$ cat src/hw/rtl/chkv_pkg.sv
// shared constants for the chained hash key/value table
package chkv_pkg;

  // request codes
  localparam logic [1:0] OP_LOOKUP = 2'd0;
  localparam logic [1:0] OP_INSERT = 2'd1;
  localparam logic [1:0] OP_DELETE = 2'd2;

  // field widths
  localparam int OP_W    = 2;
  localparam int KEY_W   = 32;
  localparam int VAL_W   = 64;
  localparam int COUNT_W = 9;

  // stream beat widths, padded to whole bytes
  localparam int IN_W  = 104;
  localparam int OUT_W = 80;

  // fibonacci hash multiplier and fold distance
  localparam logic [KEY_W-1:0] HASH_MULT  = 32'h61C88647;
  localparam int               HASH_FOLD  = 16;

  // status codes
  localparam logic STATUS_OK      = 1'b0;
  localparam logic STATUS_NOSPACE = 1'b1;

endpackage

$ cat src/hw/rtl/chkv_hash.sv
// bucket hash: registered multiply, then xor fold and mask
module chkv_hash #(
  parameter int BUCKET_BITS = 8
) (
  input  logic                      clk,
  input  logic                      load,
  input  logic [chkv_pkg::KEY_W-1:0] key,
  output logic [BUCKET_BITS-1:0]    bucket
);
  import chkv_pkg::*;

  logic [KEY_W-1:0] prod;

  // low word of key times multiplier
  always_ff @(posedge clk) begin
    if (load) begin
      prod <= key * HASH_MULT;
    end
  end

  // fold high half into low bits
  assign bucket = prod[BUCKET_BITS-1:0] ^ prod[HASH_FOLD +: BUCKET_BITS];

endmodule

$ cat config.mk
export PLATFORM = sky130hd
export DESIGN_NAME = chkv_hash
export DESIGN_NICKNAME = d
export VERILOG_FILES = /design/src/hw/rtl/chkv_pkg.sv /design/src/hw/rtl/chkv_hash.sv
export SDC_FILE = /design/constraint.sdc
export NUM_CORES = 1
export LEC_CHECK = 0
export BUFFER_PORTS_ARGS = -buffer_cell sky130_fd_sc_hd__buf_2
export CAP_MARGIN = 20
export CELL_PAD_IN_SITES_DETAIL_PLACEMENT = 1
export CELL_PAD_IN_SITES_GLOBAL_PLACEMENT = 2
export CORE_MARGIN = 5
export CORE_UTILIZATION = 41
export DETAILED_ROUTE_END_ITERATION = 10
export PLACE_DENSITY = 0.95
export SLEW_MARGIN = 20
export SYNTH_ARGS = -nofsm -noshare
export SYNTH_HDL_FRONTEND = slang
export SYNTH_SLANG_ARGS = --single-unit
$ cat constraint.sdc
create_clock -name clk -period 10 [get_ports clk]
set_clock_uncertainty 0.15 [all_clocks]
set_input_delay 3 -clock clk [delete_from_list [all_inputs] [get_ports clk]]
set_output_delay 3 -clock clk [all_outputs]
set_load 0.05 [all_outputs]
; ---- After elaboration in Yosys (flattened, before gate mapping)
; Cells that the tools add are included.
[totals]
elab_cells = 3
regBits = 24
in_bits = 34
out_inout_bits = 8
[classes]
bitwise_logic = 1
n_mul = 1
[ops]
columns = operator, n
row1 = $mul 32x31->24 const B, 1
row2 = $xor 8x8->8, 1

; ---- Longest topological paths before layout
; Gate-level depths: netlist of run 1.
[depth]
depth_word = 1
mapped_depth = 20

; ---- Least setup slack after synthesis of run 1
; No wires, ideal clock.
[synth_path]
path_type = input to register
startpoint = in key[15] in the netlist's numbering
endpoint = reg prod[23], data pin
cell_stages = 17
n_path_buf = 0
setup_ns = 0.264
t_arrival_ns = 7.592
path_slack_ns = 1.993
path_cell_list = inv_1 fa_1 fa_1 inv_1 ha_1 fa_1 fa_1 inv_1 fa_1 inv_1 ha_1 a21oi_1 a21boi_1 a2111oi_2 a211oi_1 a2111oi_2 xnor2_1
[synth_via]
elab_chain_cells = 1
[synth_rtl]
columns = item, line_no
row1 = from (decl), chkv_hash.sv:7  ; input logic [chkv_pkg::KEY_W-1:0] key,
row2 = $mul 32x31->24, chkv_hash.sv:17  ; prod <= key * HASH_MULT;
row3 = to (signal assigned), chkv_hash.sv:17
row4 = to (decl), chkv_hash.sv:12  ; logic [KEY_W-1:0] prod;
; Every way passes these cells.
; A chain may end at the register's enable or synchronous reset.

; ---- Worst setup path in the final report of run 1
[layout_path]
startpoint = in key[6] in the netlist's numbering
endpoint = reg prod[23], data pin
; The elaborated chain is that of the path after synthesis.

==> metrics.txt, run 1 <==
startpoint class of the critical path input pin; number of warnings reported in the yosys synthesis log 0; Clock H-tree levels 1; max frequency 122 MHz; Cell Area, Synth 4510 sq um; number of routed nets with antenna violations 0; CP max stage cell sky130_fd_sc_hd__fa_1; biggest registers after layout prod (16); Worst Path Max Fanout 7; endpoint arrival time on the critical path 8.05 ns; Final Net Count 689; number of flip-flops in the largest register 16; fraction of layout cells with a size suffix above 1 0.0851; row cnt 38; DR iter-0 viols 38; Initial DRT Pass Iterations 4; net count of the mapped netlist 651; antenna diode instance count 0; kind of path behind the tightest hold check input pin to register; slew at the pin with the worst max-slew slack 0.563 ns; setup ws final 1.78 ns; clock tree from TritonCTS yes; worst slack at placement 1.48 ns; total wire length 9470 microns; area of the core region 10,800 sq um; post-synthesis sequential area ratio 0.107; RSZ-0062 raised after global routing no; Remaining Overflow, GRT 0; type of the worst setup path input pin to register; drc violations 0; result of the run complete, no violations; post-CTS clock slew at the launch and capture registers of the worst setup and hold paths 0.06 ns; Post-synth EDFFs 16; Max-cap violations 0; first-pass GRT wire length 16,400 microns; average detailed-routed wire length per instance 15.5 microns; Ports 42; via count of the first global-routing pass 3,449; predominant post-synthesis flop cell sky130_fd_sc_hd__edfxtp_1; min Tclk post-route 8.22 ns; clock buffer count from CTS 3; cell family contributing the most delay on the critical path adder cells; critical path's largest stage delay 0.54 ns; Post-CTS Hold Buffers 0; final setup violation count 0; maximum number of pins on one net before global-route repair 17; all-layer global routing usage 0.158; floorplan die area 13,200 sq um; Worst Min Path Start key[0]; Total Negative Setup Slacks 0 ns; Reg with most FFs prod; final worst path period share 0.822; average footprint of a synthesized cell 10.4 sq um; depth of the worst hold-timing path 1; Sinks on Clock Net 16; Cells after Synth 434; endpoints failing hold 0; total buffers and inverters traversed by the critical path 5; DIE WIDTH 115 microns; filler cell count in the final layout 1,214; number of library cell types mapped by synthesis 32; y dimension of the die 115 microns; number of antenna violations at the first check in global routing 0; routability congestion estimate from global placement 0.784; register bit total from synthesis 16; worst rel slew slack 0.624; CTS Root Buffer Type sky130_fd_sc_hd__clkbuf_8; critical path capture point type register; maximum buffer depth of the clock tree 2; Hold Path End prod[0]$_DFFE_PP_; half-perimeter wire length after placement 8730 microns; Req. time, crit path 9.84 ns; buffers inserted by post-CTS timing repair 0; number of max-slew violations in the final report 0; starting density of the core 0.418; Vias 2,974; Critical Path, Cell by Cell buf_2, ha_1, ha_1, inv_1, fa_1, inv_1, ha_1, fa_1, fa_1, inv_1, fa_1, inv_1, ha_1, a21oi_1, a21boi_1, a2111oi_2, a211oi_1, a2111oi_2, xnor2_1; detail-routed via count per cell 4.88; Layout Area Growth over Synthesis 8.46%; share of synthesized flip-flops with an asynchronous set or reset 0; count of port buffers added during placement 33; number of gates resized after CTS 0
kinds of logic (layout without fill, tap and decap cells):
family | count (synthesis) | in the layout | synth area share
fa+ha+maj | 183 | 183 | 0.624
buf+inv | 142 | 178 | 0.118
simple gates | 24 | 24 | 0.0258
xor+xnor | 36 | 36 | 0.0699
compound gates | 33 | 33 | 0.0552
flops | 16 | 16 | 0.107
cells in the final DEF (no fill, tap or decap), types with 2 or more instances in the layout:
cell | synthesis | layout
sky130_fd_sc_hd__inv_1 | 142 | 142
sky130_fd_sc_hd__ha_1 | 113 | 113
sky130_fd_sc_hd__fa_1 | 70 | 70
sky130_fd_sc_hd__buf_2 | 0 | 33
sky130_fd_sc_hd__xnor2_1 | 23 | 23
sky130_fd_sc_hd__edfxtp_1 | 16 | 16
sky130_fd_sc_hd__xor2_1 | 13 | 13
sky130_fd_sc_hd__a21oi_1 | 6 | 6
sky130_fd_sc_hd__nor2_1 | 6 | 6
sky130_fd_sc_hd__nand2_1 | 5 | 5
sky130_fd_sc_hd__o21ai_0 | 5 | 5
sky130_fd_sc_hd__nand3_1 | 4 | 4
sky130_fd_sc_hd__and3_1 | 3 | 3
sky130_fd_sc_hd__clkbuf_8 | 0 | 3
sky130_fd_sc_hd__nand4_1 | 2 | 2
sky130_fd_sc_hd__a211oi_2 | 2 | 2
sky130_fd_sc_hd__o21ai_1 | 2 | 2
sky130_fd_sc_hd__a21boi_1 | 2 | 2
sky130_fd_sc_hd__nor3_1 | 2 | 2
sky130_fd_sc_hd__o31ai_1 | 2 | 2
sky130_fd_sc_hd__a211oi_1 | 2 | 2
sky130_fd_sc_hd__a2111oi_2 | 2 | 2
area by class of cell:
class	instances	area (sq um)	share of cell area
clock buffers	3	41.3	0.00844
inverters	142	533	0.109
multi-input cells	276	3500	0.715
flip-flops and latches	16	480	0.0982
well taps	140	175	0.0358
repair buffers	33	165	0.0338
worst max path at each step:
stage / from / to / slack, ns / cells after the start
floorplan: key[15] / prod[23]$_DFFE_PP_ / 1.99 / 17
global route: key[6] / prod[23]$_DFFE_PP_ / 1.46 / 19
detailed placement: key[6] / prod[23]$_DFFE_PP_ / 1.48 / 19
CTS: key[6] / prod[23]$_DFFE_PP_ / 1.74 / 19
finish: key[6] / prod[23]$_DFFE_PP_ / 1.78 / 19
global placement: key[6] / prod[23]$_DFFE_PP_ / 1.48 / 19
cell usage after synthesis, drive strengths merged, types with 4 or more instances:
cell type,number,area share
edfxtp,16,0.11
nand2,5,0.0042
o21ai,7,0.0078
ha,113,0.31
inv,142,0.12
a21oi,6,0.0067
fa,70,0.31
nor2,6,0.0050
xnor2,23,0.045
a211oi,4,0.0089
nand3,4,0.0044
xor2,13,0.025
layer usage:
layer	global-route usage	vias up	routed length, microns
met5	0	-	0
met4	0.0305	0	142
met3	0.00842	13	235
met2	0.280	46	4790
met1	0.215	1484	4300
li1	-	1431	-
through the flow:
stage | std cells | hold WS [ns] | cell area [sq um] | util
after floorplan | 434 | 2.95 | 4510 | -
after global placement | 607 | 3.27 | 4850 | 0.449
after detailed placement | 607 | 3.28 | 4850 | 0.449
after CTS | 610 | 3.02 | 4890 | 0.453
after global routing | 610 | 3.01 | 4890 | 0.453
final | 610 | 3.01 | 4890 | 0.453
Power of run 1 is not shown: default switching activity piles up to over one toggle a cycle in this logic, so the estimate is an artifact.
==> run 2, diff against run 1 <==
--- a/config.mk
+++ b/config.mk
@@ -5,12 +5,13 @@
 export SDC_FILE = /design/constraint.sdc
 export NUM_CORES = 1
 export LEC_CHECK = 0
+export ABC_AREA = 1
 export BUFFER_PORTS_ARGS = -buffer_cell sky130_fd_sc_hd__buf_2
 export CAP_MARGIN = 20
 export CELL_PAD_IN_SITES_DETAIL_PLACEMENT = 1
 export CELL_PAD_IN_SITES_GLOBAL_PLACEMENT = 2
 export CORE_MARGIN = 5
-export CORE_UTILIZATION = 41
+export CORE_UTILIZATION = 39
 export DETAILED_ROUTE_END_ITERATION = 10
 export PLACE_DENSITY = 0.95
 export SLEW_MARGIN = 20
==> constraint.sdc (replaced) <==
create_clock -name clk -period 8.4 [get_ports clk]
set_clock_uncertainty 0.15 [all_clocks]
set_input_delay 2.52 -clock clk [delete_from_list [all_inputs] [get_ports clk]]
set_output_delay 2.52 -clock clk [all_outputs]
set_load 0.05 [all_outputs]
==> run 2 against run 1 <==
  * Area after synthesis grew 8.5%
  * First-iteration DRC count grew to 2.9 times the previous value
  * Critical endpoint unchanged
  * Die area grew 13%
  * Critical path depth grew 3
  * Critical path type unchanged
  * Clock-buffer cell count is the same
  * Global-route usage grew 0.31 points
  * Worst hold slack lost 0.46 ns
  * Via count grew 20%
==> metrics.txt, run 2 <==
max frequency 135 MHz; top cells by area in the synthesized netlist sky130_fd_sc_hd__ha_1, sky130_fd_sc_hd__fa_1, sky130_fd_sc_hd__inv_1; maximum buffer depth of the clock tree 2 (unchanged); number of warnings reported in the yosys synthesis log 0 (unchanged); all-layer global routing usage 0.161 (+0.00309); number of antenna violations at the first check in global routing 1 (+1); Remaining Overflow, GRT 0 (unchanged); RSZ-0062 raised after global routing no; fraction of layout cells with a size suffix above 1 0.0866 (+0.00148); number of routed nets with antenna violations 0 (unchanged); drc violations 0 (unchanged); highest-count cells in the layout ignoring fill and taps sky130_fd_sc_hd__inv_1, sky130_fd_sc_hd__ha_1, sky130_fd_sc_hd__nand2_1; first-pass GRT wire length 19,200 microns (+17%); result of the run complete, no violations; floorplan die area 14,900 sq um (+13%); y dimension of the die 122 microns (+6.2%); number of gates resized after CTS 0 (unchanged); post-CTS clock slew at the launch and capture registers of the worst setup and hold paths 0.05 ns (about the same); Post-synth EDFFs 16 (unchanged); portion of netlist area occupied by mux cells 0 (unchanged); DR iter-0 viols 110 (+190%); Synth top area share 0.289 (-0.0245); number of flip-flops in the largest register 16 (unchanged); total wire length 11,200 microns (+19%); source of the critical timing path key[10]; half-perimeter wire length after placement 10,400 microns (+19%); starting density of the core 0.392 (-0.0254); DIE WIDTH 122 microns (+6.2%); min Tclk post-route 7.38 ns; area of the core region 12,500 sq um (+15%); depth of the worst hold-timing path 1 (unchanged); via count of the first global-routing pass 4,076 (+18%); clock buffer count from CTS 3 (unchanged); cell with the most instances after synthesis sky130_fd_sc_hd__inv_1; final worst path period share 0.879; most frequent cells after synthesis sky130_fd_sc_hd__inv_1, sky130_fd_sc_hd__ha_1, sky130_fd_sc_hd__nand2_1, sky130_fd_sc_hd__fa_1, sky130_fd_sc_hd__xor2_1; Total Negative Setup Slacks 0 ns (unchanged); worst rel slew slack 0.782 (+0.159); post-synthesis sequential area ratio 0.0982 (-0.00834); number of library cell types mapped by synthesis 24 (-25%); final core utilization 0.429 (-0.0239); type of the worst setup path input pin to register; cell taking the most area after synthesis sky130_fd_sc_hd__ha_1; Clock H-tree levels 1 (unchanged); predominant post-synthesis flop cell sky130_fd_sc_hd__edfxtp_1; row cnt 41 (+7.9%); Req. time, crit path 8.21 ns (-1.63 ns); CTS Root Buffer Type sky130_fd_sc_hd__clkbuf_16; Cells after Synth 552 (+27%); count of port buffers added during placement 33 (unchanged); maximum number of pins on one net before global-route repair 17 (unchanged); number of max-slew violations in the final report 0 (unchanged); detail-routed via count per cell 4.70 (-3.6%); Post-Synth Adder-Cell Area 0.575 (-0.0489); Max-cap violations 0 (unchanged); metal3 WL 203 microns (-14%); Initial DRT Pass Iterations 4 (unchanged); buffers inserted by post-CTS timing repair 0 (unchanged); average detailed-routed wire length per instance 14.8 microns (-4.9%); Worst Min Path Start load; critical path capture point type register; kind of path behind the tightest hold check input pin to register; register bit total from synthesis 16 (unchanged); Reg with most FFs prod; average footprint of a synthesized cell 8.86 sq um (-15%); endpoint arrival time on the critical path 7.19 ns (-0.86 ns); share of synthesized flip-flops with an asynchronous set or reset 0 (unchanged); fraction of the mapped netlist area in simple logic gates 0.119 (+0.0936); Worst Path Max Fanout 6 (-1); Sinks on Clock Net 16 (unchanged); uppermost layer routed met5; Post-CTS Hold Buffers 0 (unchanged); biggest registers after layout prod (16); routability congestion estimate from global placement 0.809 (+3.3%); worst hold margin 2.55 ns (-0.463 ns); clock tree from TritonCTS yes; Vias 3,576 (+20%); compound-cell area share of the yosys netlist 0.0325 (-0.0227); net count of the mapped netlist 769 (+18%); final setup violation count 0 (unchanged); endpoints failing hold 0 (unchanged); Hold Path End prod[4]$_DFFE_PP_; Ports 42 (unchanged); Layout Area Growth over Synthesis 9.39%; Metal-1 WL 4880 microns (+14%); most common library cell in the layout ignoring fill and taps sky130_fd_sc_hd__inv_1; Final Net Count 807 (+17%); startpoint class of the critical path input pin; antenna diode instance count 0 (unchanged); Synth Area in XOR/XNOR 0.0448 (-0.0252); slew at the pin with the worst max-slew slack 0.323 ns (-0.239 ns); Cell Area, Synth 4890 sq um (+8.5%); main combinational cell family by area after synthesis adder cells; Met2 Routed Length 6030 microns (+26%)
==> run 2: worst max-delay path by stage <==
stage / slack (ns) / cells past startpoint / end
5_1_grt: 0.79 / 20 / prod[23]$_DFFE_PP_
3_5_place_dp: 0.74 / 22 / prod[23]$_DFFE_PP_
4_1_cts: 1.0 / 22 / prod[23]$_DFFE_PP_
6_report: 1.02 / 22 / prod[23]$_DFFE_PP_
3_3_place_gp: 0.83 / 22 / prod[23]$_DFFE_PP_
2_1_floorplan: 1.45 / 18 / prod[21]$_DFFE_PP_
==> run 2: cell type report <==
cell class                      count  area, sq um
Fill cell                        1504         7110
Multi-Input combinational cell    367         3780
Inverter                          169          634
Sequential cell                    16          480
Tap cell                          172          215
Timing Repair Buffer               33          165
Clock buffer                        3         75.1
Clock inverter                      1         3.75
==> run 2: kinds of logic after synthesis <==
kind of cell / count (synthesis)
compound gates: 29
xor+xnor: 25
fa+ha+maj: 183
buf+inv: 169
flops: 16
simple gates: 130
==> run 2: worst max-delay path, stage by stage <==
cell and delay [ns]:
sky130_fd_sc_hd__buf_2 0.17, sky130_fd_sc_hd__ha_1 0.22, sky130_fd_sc_hd__ha_1 0.27, sky130_fd_sc_hd__inv_1 0.05
sky130_fd_sc_hd__fa_1 0.53, sky130_fd_sc_hd__inv_1 0.05, sky130_fd_sc_hd__ha_1 0.26, sky130_fd_sc_hd__inv_1 0.05
sky130_fd_sc_hd__fa_1 0.47, sky130_fd_sc_hd__inv_1 0.06, sky130_fd_sc_hd__fa_1 0.59, sky130_fd_sc_hd__inv_1 0.07
sky130_fd_sc_hd__fa_1 0.53, sky130_fd_sc_hd__inv_1 0.04, sky130_fd_sc_hd__ha_1 0.43, sky130_fd_sc_hd__nand2_1 0.08
sky130_fd_sc_hd__o21ai_0 0.28, sky130_fd_sc_hd__a21oi_1 0.07, sky130_fd_sc_hd__nand3_1 0.17, sky130_fd_sc_hd__inv_1 0.06
sky130_fd_sc_hd__nand3_1 0.08, sky130_fd_sc_hd__nand2_1 0.13
==> run 2: metrics by stage <==
stage / cells / area, sq um / setup WS (ns)
floorplan: 552 / 4890 / 1.45
global placement: 757 / 5270 / 0.830
detailed placement: 757 / 5270 / 0.741
CTS: 761 / 5350 / 0.998
global route: 761 / 5350 / 0.789
finish: 761 / 5350 / 1.02
==> run 2: routing by layer <==
layer,GRT usage,up-vias
met5,0,-
met4,0.0238,2
met3,0.0107,10
met2,0.313,23
met1,0.198,1780
li1,-,1761
Power of run 2 is left out for the same reason.
==> run 3, diff against run 2 <==
--- a/config.mk
+++ b/config.mk
@@ -8,10 +8,10 @@
 export ABC_AREA = 1
 export BUFFER_PORTS_ARGS = -buffer_cell sky130_fd_sc_hd__buf_2
 export CAP_MARGIN = 20
-export CELL_PAD_IN_SITES_DETAIL_PLACEMENT = 1
-export CELL_PAD_IN_SITES_GLOBAL_PLACEMENT = 2
+export CELL_PAD_IN_SITES_DETAIL_PLACEMENT = 0
+export CELL_PAD_IN_SITES_GLOBAL_PLACEMENT = 1
 export CORE_MARGIN = 5
-export CORE_UTILIZATION = 39
+export CORE_UTILIZATION = 48
 export DETAILED_ROUTE_END_ITERATION = 10
 export PLACE_DENSITY = 0.95
 export SLEW_MARGIN = 20
==> constraint.sdc (replaced) <==
create_clock -name clk -period 8 [get_ports clk]
set_clock_uncertainty 0.15 [all_clocks]
set_input_delay 2.4 -clock clk [delete_from_list [all_inputs] [get_ports clk]]
set_output_delay 2.4 -clock clk [all_outputs]
set_load 0.05 [all_outputs]
==> run 3 against run 2 <==
  * Critical path depth unchanged
  * Final cell count decreased by 5.1%
  * Highest routed layer is now met4
  * Global-route usage up 0.27 points
  * Clock-buffer cell count stayed put
  * Largest cell class unchanged
  * Die area shrank 17%
  * Routed wire length down 15%
==> metrics.txt, run 3 (same netlist as run 2, synthesis figures left out) <==
Vias 3,422 (-4.3%); Worst Path Max Fanout 6 (unchanged); first-pass GRT wire length 16,800 microns (-12%); final setup violation count 0 (unchanged); min Tclk post-route 7.19 ns; source of the critical timing path key[10]; total wire length 9580 microns (-15%); clock tree from TritonCTS yes; most common library cell in the layout ignoring fill and taps sky130_fd_sc_hd__inv_1; number of routed nets with antenna violations 0 (unchanged); combined area of the multi-input logic cells 3780 sq um (unchanged); Max-cap violations 0 (unchanged); Initial DRT Pass Iterations 4 (unchanged); Reg with most FFs prod; via count of the first global-routing pass 3,709 (-9.0%); critical path capture point type register; detail-routed via count per cell 4.74 (+0.86%); register area 480 sq um (unchanged); Req. time, crit path 7.82 ns (-0.39 ns); number of antenna violations at the first check in global routing 0 (-1); Clock H-tree levels 1 (unchanged); clock buffer count from CTS 3 (unchanged); result of the run complete, no violations; filler cell count in the final layout 885 (-41%); startpoint class of the critical path input pin; count of port buffers added during placement 33 (unchanged); routability congestion estimate from global placement 0.897 (+11%); starting density of the core 0.496 (+0.103); endpoint arrival time on the critical path 7.01 ns (-0.18 ns); buffers inserted by post-CTS timing repair 0 (unchanged); Remaining Overflow, GRT 0 (unchanged); DIE WIDTH 111 microns (-9.1%); all-layer global routing usage 0.164 (+0.00272); final worst path period share 0.899; row cnt 36 (-12%); Total Negative Setup Slacks 0 ns (unchanged); floorplan die area 12,300 sq um (-17%); worst rel slew slack 0.781 (-0.00132); number of gates resized after CTS 0 (unchanged); type of the worst setup path input pin to register; drc violations 0 (unchanged); kind of path behind the tightest hold check input pin to register; slew at the pin with the worst max-slew slack 0.329 ns (+0.00540 ns); Worst Min Path Start key[0]; maximum number of pins on one net before global-route repair 17 (unchanged); half-perimeter wire length after placement 8720 microns (-16%); Post-CTS Hold Buffers 0 (unchanged); biggest registers after layout prod (16); antenna diode instance count 0 (unchanged); average detailed-routed wire length per instance 13.3 microns (-10%); maximum buffer depth of the clock tree 2 (unchanged); number of flip-flops in the largest register 16 (unchanged); y dimension of the die 111 microns (-9.1%); post-CTS clock slew at the launch and capture registers of the worst setup and hold paths 0.05 ns (about the same); area of the core region 9860 sq um (-21%); RSZ-0062 raised after global routing no; Final Net Count 807 (unchanged); CTS Root Buffer Type sky130_fd_sc_hd__clkbuf_8; max frequency 139 MHz; Layout Area Growth over Synthesis 7.70%; number of max-slew violations in the final report 0 (unchanged); endpoints failing hold 0 (unchanged); highest-count cells in the layout ignoring fill and taps sky130_fd_sc_hd__inv_1, sky130_fd_sc_hd__ha_1, sky130_fd_sc_hd__nand2_1; Sinks on Clock Net 16 (unchanged); DR iter-0 viols 111 (+0.91%); fraction of layout cells with a size suffix above 1 0.0866 (unchanged); Ports 42 (unchanged)
## run 3: cell types whose count changed in the layout (fill, tap and decap cells not counted)
cell | previous run | this run
sky130_fd_sc_hd__clkbuf_8 | 0 | 3
sky130_fd_sc_hd__clkbuf_16 | 3 | 0
## run 3: routing by layer
metal  share of wire  up-vias  global-route usage
li1                -     1755                   -
met1            0.44     1610               0.208
met2            0.52       40               0.303
met3           0.020       17             0.00983
met4           0.018        0              0.0394
met5               0        -                   0
## run 3: final cells by class
cell class | instances | share of cell area
inverters | 169 | 0.120
multi-input cells | 367 | 0.717
well taps | 133 | 0.0316
flip-flops and latches | 16 | 0.0912
repair buffers | 33 | 0.0313
clock buffers | 3 | 0.00784
clock inverters | 1 | 0.000712
## run 3: path summary, 6_finish.rpt
path                             end  slack, ns  cells past startpoint
setup / recovery  prod[23]$_DFFE_PP_       0.81                     22
hold / removal     prod[0]$_DFFE_PP_       2.42                      1
## run 3: metrics by stage
stage               hold WS (ns)  setup WS [ns]  cell area (sq um)   util  std cells
finish                      2.42          0.811               5270  0.534        722
global route                2.42          0.604               5270  0.534        722
CTS                         2.42          0.828               5270  0.534        722
detailed placement          2.67          0.571               5220  0.530        718
global placement            2.66          0.628               5220  0.530        718
floorplan                   2.35           1.17               4890      -        552
## run 3: critical path: stages
cell,delay (ns)
sky130_fd_sc_hd__buf_2,0.16
sky130_fd_sc_hd__ha_1,0.21
sky130_fd_sc_hd__ha_1,0.28
sky130_fd_sc_hd__inv_1,0.05
sky130_fd_sc_hd__fa_1,0.52
sky130_fd_sc_hd__inv_1,0.04
sky130_fd_sc_hd__ha_1,0.27
sky130_fd_sc_hd__inv_1,0.05
sky130_fd_sc_hd__fa_1,0.48
sky130_fd_sc_hd__inv_1,0.06
sky130_fd_sc_hd__fa_1,0.57
sky130_fd_sc_hd__inv_1,0.07
sky130_fd_sc_hd__fa_1,0.53
sky130_fd_sc_hd__inv_1,0.04
sky130_fd_sc_hd__ha_1,0.45
sky130_fd_sc_hd__nand2_1,0.09
sky130_fd_sc_hd__o21ai_0,0.24
sky130_fd_sc_hd__a21oi_1,0.07
sky130_fd_sc_hd__nand3_1,0.17
sky130_fd_sc_hd__inv_1,0.06
sky130_fd_sc_hd__nand3_1,0.08
sky130_fd_sc_hd__nand2_1,0.11
Power of run 3 is left out for the same reason.
